**src/rtl/rfp_pkg.sv**
```systemverilog
// ----------------------------------------------------------------------------
// rfp_pkg: shared types and constants for the rangefinder frame parser
// This package holds the input and result item structs, the register indexes
// and the frame constants.
// ----------------------------------------------------------------------------
package rfp_pkg;

  // Frame constants
  localparam logic [7:0]  HDR_BYTE = 8'h5C;
  localparam logic [16:0] AGE_MAX  = 17'h1FFFF;

  // Configuration register indexes
  localparam logic CFG_TIMEOUT_TICKS = 1'b0;
  localparam logic CFG_MAX_DISTANCE  = 1'b1;

  // Configuration reset values
  localparam logic [15:0] TIMEOUT_TICKS_RST = 16'd100;
  localparam logic [15:0] MAX_DISTANCE_RST  = 16'd20000;

  // Input item opcodes
  localparam logic OP_BYTE = 1'b0;
  localparam logic OP_TICK = 1'b1;

  typedef struct packed {
    logic       op;
    logic [7:0] data_byte;
  } in_t;

  typedef struct packed {
    logic [15:0] distance;
    logic        new_measurement;
    logic        checksum_error;
    logic        out_of_range;
    logic        stale;
  } out_t;

  typedef struct packed {
    logic [15:0] timeout_ticks;
    logic [15:0] max_distance;
  } cfg_t;

endpackage

```
**src/rtl/rfp_core.sv**
```systemverilog
// ----------------------------------------------------------------------------
// rfp_core: frame window, checksum check and age counter
// Holds the pending byte window and the measurement state. On each advance
// one item is resolved combinationally and its result is produced.
// ----------------------------------------------------------------------------
module rfp_core (
  input  logic         clk,
  input  logic         rst,
  input  logic         advance,
  input  rfp_pkg::in_t item,
  input  rfp_pkg::cfg_t cfg,
  output rfp_pkg::out_t result
);

  logic [7:0]  win0, win1, win2;
  logic [1:0]  count;
  logic [15:0] held;
  logic [16:0] age;

  logic [7:0]  win0_next, win1_next, win2_next;
  logic [1:0]  count_next;
  logic [15:0] held_next;
  logic [16:0] age_next;
  logic        newm, cerr, oor;
  logic [7:0]  csum;
  logic [15:0] frame_dist;

  // Resolve one item against the current window
  always_comb begin
    win0_next  = win0;
    win1_next  = win1;
    win2_next  = win2;
    count_next = count;
    held_next  = held;
    age_next   = age;
    newm       = 1'b0;
    cerr       = 1'b0;
    oor        = 1'b0;
    csum       = ~(win1 + win2);
    frame_dist = {win2, win1};

    if (item.op == rfp_pkg::OP_TICK) begin
      if (age != rfp_pkg::AGE_MAX) begin
        age_next = age + 17'd1;
      end
    end else begin
      case (count)
        2'd0: begin
          if (item.data_byte == rfp_pkg::HDR_BYTE) begin
            win0_next  = item.data_byte;
            count_next = 2'd1;
          end
        end
        2'd1: begin
          win1_next  = item.data_byte;
          count_next = 2'd2;
        end
        2'd2: begin
          win2_next  = item.data_byte;
          count_next = 2'd3;
        end
        default: begin
          if (csum == item.data_byte) begin
            // Good frame: consume it whole
            count_next = 2'd0;
            if (frame_dist != 16'd0 && frame_dist <= cfg.max_distance) begin
              held_next = frame_dist;
              age_next  = '0;
              newm      = 1'b1;
            end else begin
              oor = 1'b1;
            end
          end else begin
            // Bad frame: drop the header and resync on the next header
            cerr = 1'b1;
            if (win1 == rfp_pkg::HDR_BYTE) begin
              win0_next  = win1;
              win1_next  = win2;
              win2_next  = item.data_byte;
              count_next = 2'd3;
            end else if (win2 == rfp_pkg::HDR_BYTE) begin
              win0_next  = win2;
              win1_next  = item.data_byte;
              count_next = 2'd2;
            end else if (item.data_byte == rfp_pkg::HDR_BYTE) begin
              win0_next  = item.data_byte;
              count_next = 2'd1;
            end else begin
              count_next = 2'd0;
            end
          end
        end
      endcase
    end

    result.distance        = held_next;
    result.new_measurement = newm;
    result.checksum_error  = cerr;
    result.out_of_range    = oor;
    result.stale           = (age_next > {1'b0, cfg.timeout_ticks});
  end

  // Control and measurement state
  always_ff @(posedge clk) begin
    if (rst) begin
      count <= 2'd0;
      held  <= '0;
      age   <= '0;
    end else if (advance) begin
      count <= count_next;
      held  <= held_next;
      age   <= age_next;
    end
  end

  // Window bytes are qualified by count
  always_ff @(posedge clk) begin
    if (advance) begin
      win0 <= win0_next;
      win1 <= win1_next;
      win2 <= win2_next;
    end
  end

endmodule

```
**src/rtl/rfp_out_buf.sv**
```systemverilog
// ----------------------------------------------------------------------------
// rfp_out_buf: two-entry result buffer
// Decouples the result channel from the core so that a stalled receiver does
// not stall the core until both entries are full.
// ----------------------------------------------------------------------------
module rfp_out_buf (
  input  logic          clk,
  input  logic          rst,
  input  logic          push,
  input  rfp_pkg::out_t push_item,
  output logic          full,
  output logic          out_valid,
  input  logic          out_stall,
  output rfp_pkg::out_t out_item
);

  rfp_pkg::out_t mem [2];
  logic          wr_ptr;
  logic          rd_ptr;
  logic [1:0]    count;
  logic          pop;

  assign pop       = out_valid && !out_stall;
  assign full      = (count == 2'd2);
  assign out_valid = (count != 2'd0);
  assign out_item  = mem[rd_ptr];

  // Store a result on push
  always_ff @(posedge clk) begin
    if (push) begin
      mem[wr_ptr] <= push_item;
    end
  end

  // Advance pointers and occupancy
  always_ff @(posedge clk) begin
    if (rst) begin
      wr_ptr <= 1'b0;
      rd_ptr <= 1'b0;
      count  <= 2'd0;
    end else begin
      if (push) begin
        wr_ptr <= ~wr_ptr;
      end
      if (pop) begin
        rd_ptr <= ~rd_ptr;
      end
      case ({push, pop})
        2'b10:   count <= count + 2'd1;
        2'b01:   count <= count - 2'd1;
        default: count <= count;
      endcase
    end
  end

endmodule

```
**src/rtl/rangefinder_frame_parser.sv**
```systemverilog
// ----------------------------------------------------------------------------
// rangefinder_frame_parser: serial rangefinder frame parser, one channel
// Takes received bytes and millisecond ticks and reports the held distance,
// frame status flags and a stale flag for every item.
// ----------------------------------------------------------------------------
// Usage:
//   Input channel (in_valid / in_stall / in_item) carries one byte or one
//   tick per transfer. Every accepted item gives exactly one result on the
//   output channel (out_valid / out_stall / out_item), in order.
//   An item is captured in the input register, resolved there against the
//   frame window once the buffer has room, and the result lands in a
//   two-entry buffer, whose occupancy drives out_valid. Throughput is one
//   item per cycle while the buffer is not full; the frame check and age
//   update are a single pass of logic between the input register and the
//   result buffer. When the receiver stalls, results collect in the buffer;
//   once it holds two, the input register holds its item and in_stall
//   rises. Configuration (cfg_we / cfg_index / cfg_data) writes
//   timeout_ticks (index 0) and max_distance (index 1); the user must write
//   them only while the block is idle; the block does not enforce this.
//   Synchronous reset empties the window and buffer, clears distance and
//   age, and restores timeout_ticks to 100 and max_distance to 20000.
// ----------------------------------------------------------------------------
module rangefinder_frame_parser (
  input  logic          clk,
  input  logic          rst,
  input  logic          in_valid,
  output logic          in_stall,
  input  rfp_pkg::in_t  in_item,
  output logic          out_valid,
  input  logic          out_stall,
  output rfp_pkg::out_t out_item,
  input  logic          cfg_we,
  input  logic          cfg_index,
  input  logic [15:0]   cfg_data
);

  rfp_pkg::cfg_t cfg;
  rfp_pkg::in_t  s1_item;
  logic          s1_valid;
  logic          buf_full;
  logic          advance;
  logic          in_xfer;
  rfp_pkg::out_t result;

  assign advance  = s1_valid && !buf_full;
  assign in_stall = s1_valid && buf_full;
  assign in_xfer  = in_valid && !in_stall;

  // Configuration registers
  always_ff @(posedge clk) begin
    if (rst) begin
      cfg.timeout_ticks <= rfp_pkg::TIMEOUT_TICKS_RST;
      cfg.max_distance  <= rfp_pkg::MAX_DISTANCE_RST;
    end else if (cfg_we) begin
      case (cfg_index)
        rfp_pkg::CFG_TIMEOUT_TICKS: cfg.timeout_ticks <= cfg_data;
        rfp_pkg::CFG_MAX_DISTANCE:  cfg.max_distance  <= cfg_data;
        default:                    cfg <= cfg;
      endcase
    end
  end

  // Input register valid
  always_ff @(posedge clk) begin
    if (rst) begin
      s1_valid <= 1'b0;
    end else if (in_xfer) begin
      s1_valid <= 1'b1;
    end else if (advance) begin
      s1_valid <= 1'b0;
    end
  end

  // Capture the item on transfer
  always_ff @(posedge clk) begin
    if (in_xfer) begin
      s1_item <= in_item;
    end
  end

  rfp_core u_core (
    .clk     (clk),
    .rst     (rst),
    .advance (advance),
    .item    (s1_item),
    .cfg     (cfg),
    .result  (result)
  );

  rfp_out_buf u_out_buf (
    .clk       (clk),
    .rst       (rst),
    .push      (advance),
    .push_item (result),
    .full      (buf_full),
    .out_valid (out_valid),
    .out_stall (out_stall),
    .out_item  (out_item)
  );

endmodule
```
**config.mk**
```make
export PLATFORM = sky130hd
export DESIGN_NAME = rangefinder_frame_parser
export DESIGN_NICKNAME = d
export VERILOG_FILES = /design/src/rtl/rfp_pkg.sv /design/src/rtl/rfp_core.sv /design/src/rtl/rfp_out_buf.sv /design/src/rtl/rangefinder_frame_parser.sv
export SDC_FILE = /design/constraint.sdc
export NUM_CORES = 1
export LEC_CHECK = 0
export BUFFER_PORTS_ARGS = -buffer_cell sky130_fd_sc_hd__clkbuf_2
export CORE_ASPECT_RATIO = 1.25
export CORE_MARGIN = 1.5
export CORE_UTILIZATION = 65
export CTS_CLUSTER_SIZE = 12
export DETAILED_ROUTE_END_ITERATION = 10
export GPL_ROUTABILITY_DRIVEN = 0
export PLACE_DENSITY = 0.85
export SLEW_MARGIN = 10
export SYNTH_ARGS = -nofsm -noshare
export SYNTH_HDL_FRONTEND = slang
export SYNTH_SLANG_ARGS = --single-unit
```
**constraint.sdc**
```tcl
create_clock -name clk -period 8.4 [get_ports clk]
set_input_delay 2.1 -clock clk [delete_from_list [all_inputs] [get_ports clk]]
set_output_delay 2.1 -clock clk [all_outputs]
set_load 0.01 [all_outputs]
```
# Word level (Yosys, flattened, before mapping)
# Memories as Yosys holds them, arrays and structs flattened. A register that Yosys moved wholly into a read port is not among the register bits.
# Index checks and enable logic that the tools add are counted.
# word_totals
reg_bits	97
ram_bits	40
in_bits	31
output_inout_bits	22
wordCells	103
mem_count	1
# mem_list
name	depth	word_bits	read_ports	rd_clocked_by_memory_dff	write_ports	line_no	text
u_out_buf.mem	2	20	1	1	1	rfp_out_buf.sv:17	rfp_pkg::out_t mem [2];
# classes
n_addsub	4
n_lt_le_gt_ge	2
n_eq_ne	13
n_mux	40
n_bitwise	7
reduce_logical	23
# op_table
operator	count
two-way mux 17 bit	5
two-way mux 16 bit	4
two-way mux 8 bit	5
case mux 8 bit (2 select lines)	2
== test 8 x 7 -> 1 bit (second input constant)	3
two-way mux 1 bit	18
adder 17 x 1 -> 17 bit (second input constant)	1
greater-than comparator 17 x 16 -> 1 bit	1
!= test 17 bit (second input constant)	1
<= comparator 16 bit	1
nonzero test 16 bit	1
AND reduction 5 bit	2
adder 8 bit	1
== test 8 bit	1
two-way mux 2 bit	4
NOT 8 bit	1
nonzero test 2 bit	4
== test 2 bit (second input constant)	3
NOT 1 bit	6
case mux 2 bit (3 select lines)	1
logical AND 1 bit	5
== test 2 x 1 -> 1 bit (second input constant)	2
!= test 2 bit (second input constant)	2
case mux 2 bit (2 select lines)	1
10 further kinds	14

# Longest topological paths before layout
# logic_depth
word_depth	7
mapped_depth	18
ltp_nobuf	16

# Modules after synthesis
# From an unflattened synthesis, not the netlist that was laid out.
# hier_totals
hier_cells	761
area_unflattened_um2	7900.1
# by_module_without_submodules
mod	instances	cells_each	area_each_um2	seq_area_each_um2
rfp_core	1	531	4573.1	1181.1
rangefinder_frame_parser	1	143	1672.9	930.9
rfp_out_buf	1	87	1654.1	1301.2

# Least setup slack after synthesis
# OpenSTA, ideal clock, no wires.
# synth_path
path_type	flip-flop to flip-flop
start	reg u_core.win2[0]
end	mem u_out_buf.mem[0][0] (netlist bit) (data pin)
setup_time_ns	0.279
arrival_time_ns	3.935
required_ns	8.121
setup_slack_ns	4.186
path_stages_with_launch	19
path_buffers	2
synth_period_minus_slack_ns	4.214
path_cell_list	edfxtp_1 > ha_1 > inv_1 > fa_1 > xnor2_1 > nand2_1 > nor3_1 > nand3_1 > nor4_2 > buf_2 > buf_2 > o21bai_1 > ha_1 > a21o_1 > a21o_1 > a211o_1 > a221oi_1 > o21a_1 > o221ai_1
# synth_lines
item	line_no	text
from (decl)	rfp_core.sv:15	logic [7:0] win0, win1, win2;
from (signal assigned)	rfp_core.sv:121	win2 <= win2_next;
to (decl)	rfp_out_buf.sv:17	

==> results.txt <==
The pin count of the biggest net entering global routing was 51. After clock tree synthesis, the flow added hold-fix buffers numbering 0. The run gives 0 as the final hold violation count. The tools report the final max-slew violation count as 0.

Max-cap violations in this run came to 0. The routed design could run at a clock period as short as 4.84 ns. Largest stage delay on the critical path: 0.52 ns. The most instantiated flip-flop cell in the synthesis netlist was sky130_fd_sc_hd__dfxtp_1. The final antenna-violating net count came out at 0. STA puts the critical path data required time at 8.53 ns.

Yosys mapped a number of flops with a built-in enable equal to 65. The number of antenna violations at the first check in global routing is 0, and the leakage power is 3.21 nW. In this run the post-CTS setup repair buffer count came out at 0. When the netlist entered floorplanning its net count stood at 821. The tools report the worst ir drop on vdd as 0.141 mV. The number of buffers created by CTS came out at 17. The tools report the capturing element type of the critical path as a flip-flop. The run gives 12,200 µm as the detailed-placement wirelength estimate.

For this run, asynchronously set or reset flops after synthesis account for 0%. The insertion delay of the later-clocked pin in the worst-skew pair was 0.42 ns. For this run, global-route usage on met1 was measured as 33.7%. Busiest layer in global routing: met2. Of the synthesized area, sequential elements account for 46.4%. In this run the worst path has a maximum fanout of 48.

The tools report the maximum root-to-sink buffer count as 2. The floorplan has 43 rows. In the finished design, the share of the clock period the worst path needs comes to 57.6%. For the pin with the worst max-slew slack, the measured transition is 1.15 ns.

Clock-pin slew was measured on the worst setup and hold paths at 0.06 ns. The count of buffers added on input and output ports is 52. Among all stages on the critical path, the largest delay is contributed by sky130_fd_sc_hd__buf_4. The clock tree synthesis step divided the H-tree into 4 levels. The initial core utilization was 66.4%.

In the final layout, the share of cells above drive strength 1 is 18.8%. After detailed routing, the number of remaining DRC violations is 0. Between clock sinks in the finished design, the worst skew comes to 0.00966 ns.

The run gives 12,000 µm² as the area of the die. Global routing consumed, on the met2 layer, 52.3% of the routing resources. In this run the standard cell core region covers 11,100 µm². The final total negative setup slack was 0 ns.

The I/O pin count was 53. The run finished with clean final reports. For the highest clock rate, the log shows 207 MHz. The final layout contains routed wiring with a total length of 17,600 µm.

The die outline height works out to 122 µm. The mapped netlist covers 7360 µm². The layout has 737 filler cells.

The critical path class is flip-flop to flip-flop. The die span in x was 98.2 µm; the storage element area was 3410 µm². The per-instance average area after synthesis was 9.91 µm².

For this run, the total global-route usage over all layers was measured as 30.3%. In the synthesized netlist, the number of instances is 743. Global routing finished with a remaining overflow of 0.

The logs give 5,954 for the total via count after detailed routing and 0 for the final setup violation count. The number of nets in the final layout came out at 864. For this run, global-route usage on met3 was measured as 5.62%. The logs give 5,912 for the via count of the first global-routing pass and 6 for the first-pass iteration count of the detailed router. The tools report the clock root buffer as sky130_fd_sc_hd__clkbuf_16.

TritonCTS built the clock tree. The logs give 28,400 µm for the first-pass GRT wire length and 538 for the violation count after the first detailed-route iteration. Signed area change from the synthesized netlist to the final layout: 12.9%. For the count of antenna diodes in the layout, the log shows 0. Setup repair after global routing left no endpoint under its margin. In the final routed layout, each cell accounts on average for 18.9 µm. For the worst setup path, the data arrival time is 4.97 ns. For the count of yosys warnings during synthesis, the log shows 0.

The worst hold path belongs to the class flip-flop to flip-flop. The multi-input combinational cells in the finished layout cover a total of 3640 µm². The worst setup path is launched from a flip-flop. Dividing the detail-routed via count by the number of cells gives 6.37. Post-CTS repair changed the size of 0 cells.

The tree built by TritonCTS fans out to 138 sinks. Overall power consumption after layout is estimated at 1.74 mW. The signal on the critical path passes through ha_1, inv_1, fa_1, xnor2_1, nand2_1, nor3_1, nand3_1, nor4_4, buf_4, o21ai_1, ha_1, a21o_1, a21o_1, a211o_1, a221oi_1, o21a_1, o221ai_1. Yosys mapped the design onto 56 distinct sky130hd cell types. The synthesis-stage register bit count is 138, and the max-slew headroom at the worst pin is 23.4%. Dividing total power by cell area gives a power density of 210 nW/µm².
## cells in the mapped netlist (all sizes together) (5+ instances only)
master / n / area (µm²)
inv: 46 / 173
o21ai: 20 / 100
xnor2: 12 / 105
nand3: 38 / 190
edfxtp: 65 / 1950
and4: 5 / 43.8
ha: 46 / 576
or2: 13 / 81.3
nand2b: 6 / 37.5
a21o: 6 / 45.0
nor3: 6 / 30.0
nor2b: 5 / 31.3
and2: 7 / 43.8
or4: 12 / 90.1
buf: 7 / 41.3
nand2: 123 / 462
nor2: 22 / 82.6
o211ai: 22 / 165
dfxtp: 73 / 1460
and3: 10 / 62.6
mux2: 44 / 495
xor2: 5 / 43.8
nor4: 10 / 83.8
mux2i: 20 / 200
clkbuf: 26 / 97.6
nand4: 15 / 93.8
a21oi: 42 / 210
## routing by layer
metal | vias to the layer above | part of all wire (%)
met5 | - | 0
met4 | 0 | 6.9
met3 | 101 | 6.2
met2 | 270 | 50
met1 | 2808 | 36
li1 | 2775 | -
## kinds of logic after synthesis
| kind of cell | Yosys count | synth area share (%) |
|---|---|---|
| XOR/XNOR | 18 | 2.35 |
| flip-flops | 138 | 46.4 |
| AO/OA/AOI/OAI | 119 | 10.5 |
| buffers and inverters | 79 | 4.23 |
| AND/OR/NAND/NOR | 278 | 19.0 |
| multiplexers | 64 | 9.45 |
| adder cells (fa/ha/maj) | 47 | 8.09 |
## flip-flops by register name, summed over array words and instances (netlist names), named ones only
signal and flops:
u_out_buf.mem 40, cfg 32, u_core.age 17, u_core.held 16, s1_item 9, u_core.win1 8, u_core.win2 8, u_core.count 2
u_out_buf.count 2, s1_valid 1, u_out_buf.rd_ptr 1, u_out_buf.wr_ptr 1
## critical path: cells and delay by family (launching register included)
kind / cells / cell delay [ns]
simple gates: 4 / 0.92
compound gates: 7 / 1.36
xor+xnor: 1 / 0.19
buf+inv: 2 / 0.59
fa+ha+maj: 3 / 1.00
flops: 1 / 0.47
## cells in the final DEF, fill, tap and decap left out, drive strengths merged, types with 3 or more instances in the layout
cell type,n
nor2,22
xor2,5
nor4,10
inv,46
o21ai,20
ha,46
o211ai,22
clkbuf,76
nand4,15
dfxtp,73
edfxtp,65
mux2i,20
o21a,3
mux2,44
nor2b,5
or2,13
nand3,38
buf,5
and3,10
a211oi,4
o21bai,3
a21o,6
nand2b,6
nand2,123
and4,5
a21oi,42
clkinv,5
o221ai,3
or4,12
and2,7
o41ai,3
nor3,6
a31oi,4
xnor2,12
## per-stage QoR
stage	cell area (µm²)	utilization [%]	setup slack [ns]	instances	hold slack (ns)
after floorplan	7360	-	4.19	743	0.432
after CTS	8310	74.9	3.65	934	0.459
final	8310	74.9	3.56	934	0.457
after global placement	7700	69.4	3.88	902	0.440
after global routing	8310	74.9	3.39	934	0.474
after detailed placement	7700	69.4	3.70	902	0.448
## power by group
part | internal (mW) | leakage (nW) | switching [mW]
Combinational | 0.0973 | 1.73 | 0.115
Clock | 0.472 | 0.295 | 0.283
Sequential | 0.741 | 1.19 | 0.0331
## cell type report
class                   count  area share [%]
clock buffers              24            6.37
clock inverters             8           0.979
inverters                  46            2.08
multi-input cells         526            43.9
flip-flops and latches    138            41.1
well taps                 135            2.03
repair buffers             57            3.58
## path summary, 6_finish.rpt
path,from,end,slack [ns],depth (start not counted)
max,u_core.win2[0],u_out_buf.mem[1][0],3.56,17
min,u_core.held[2],u_core.held[2],0.46,2
max reg2reg,u_core.win2[0],u_out_buf.mem[1][0],3.56,17
min reg2reg,u_core.held[2],u_core.held[2],0.46,2
Power figures use the tool's default switching activity.
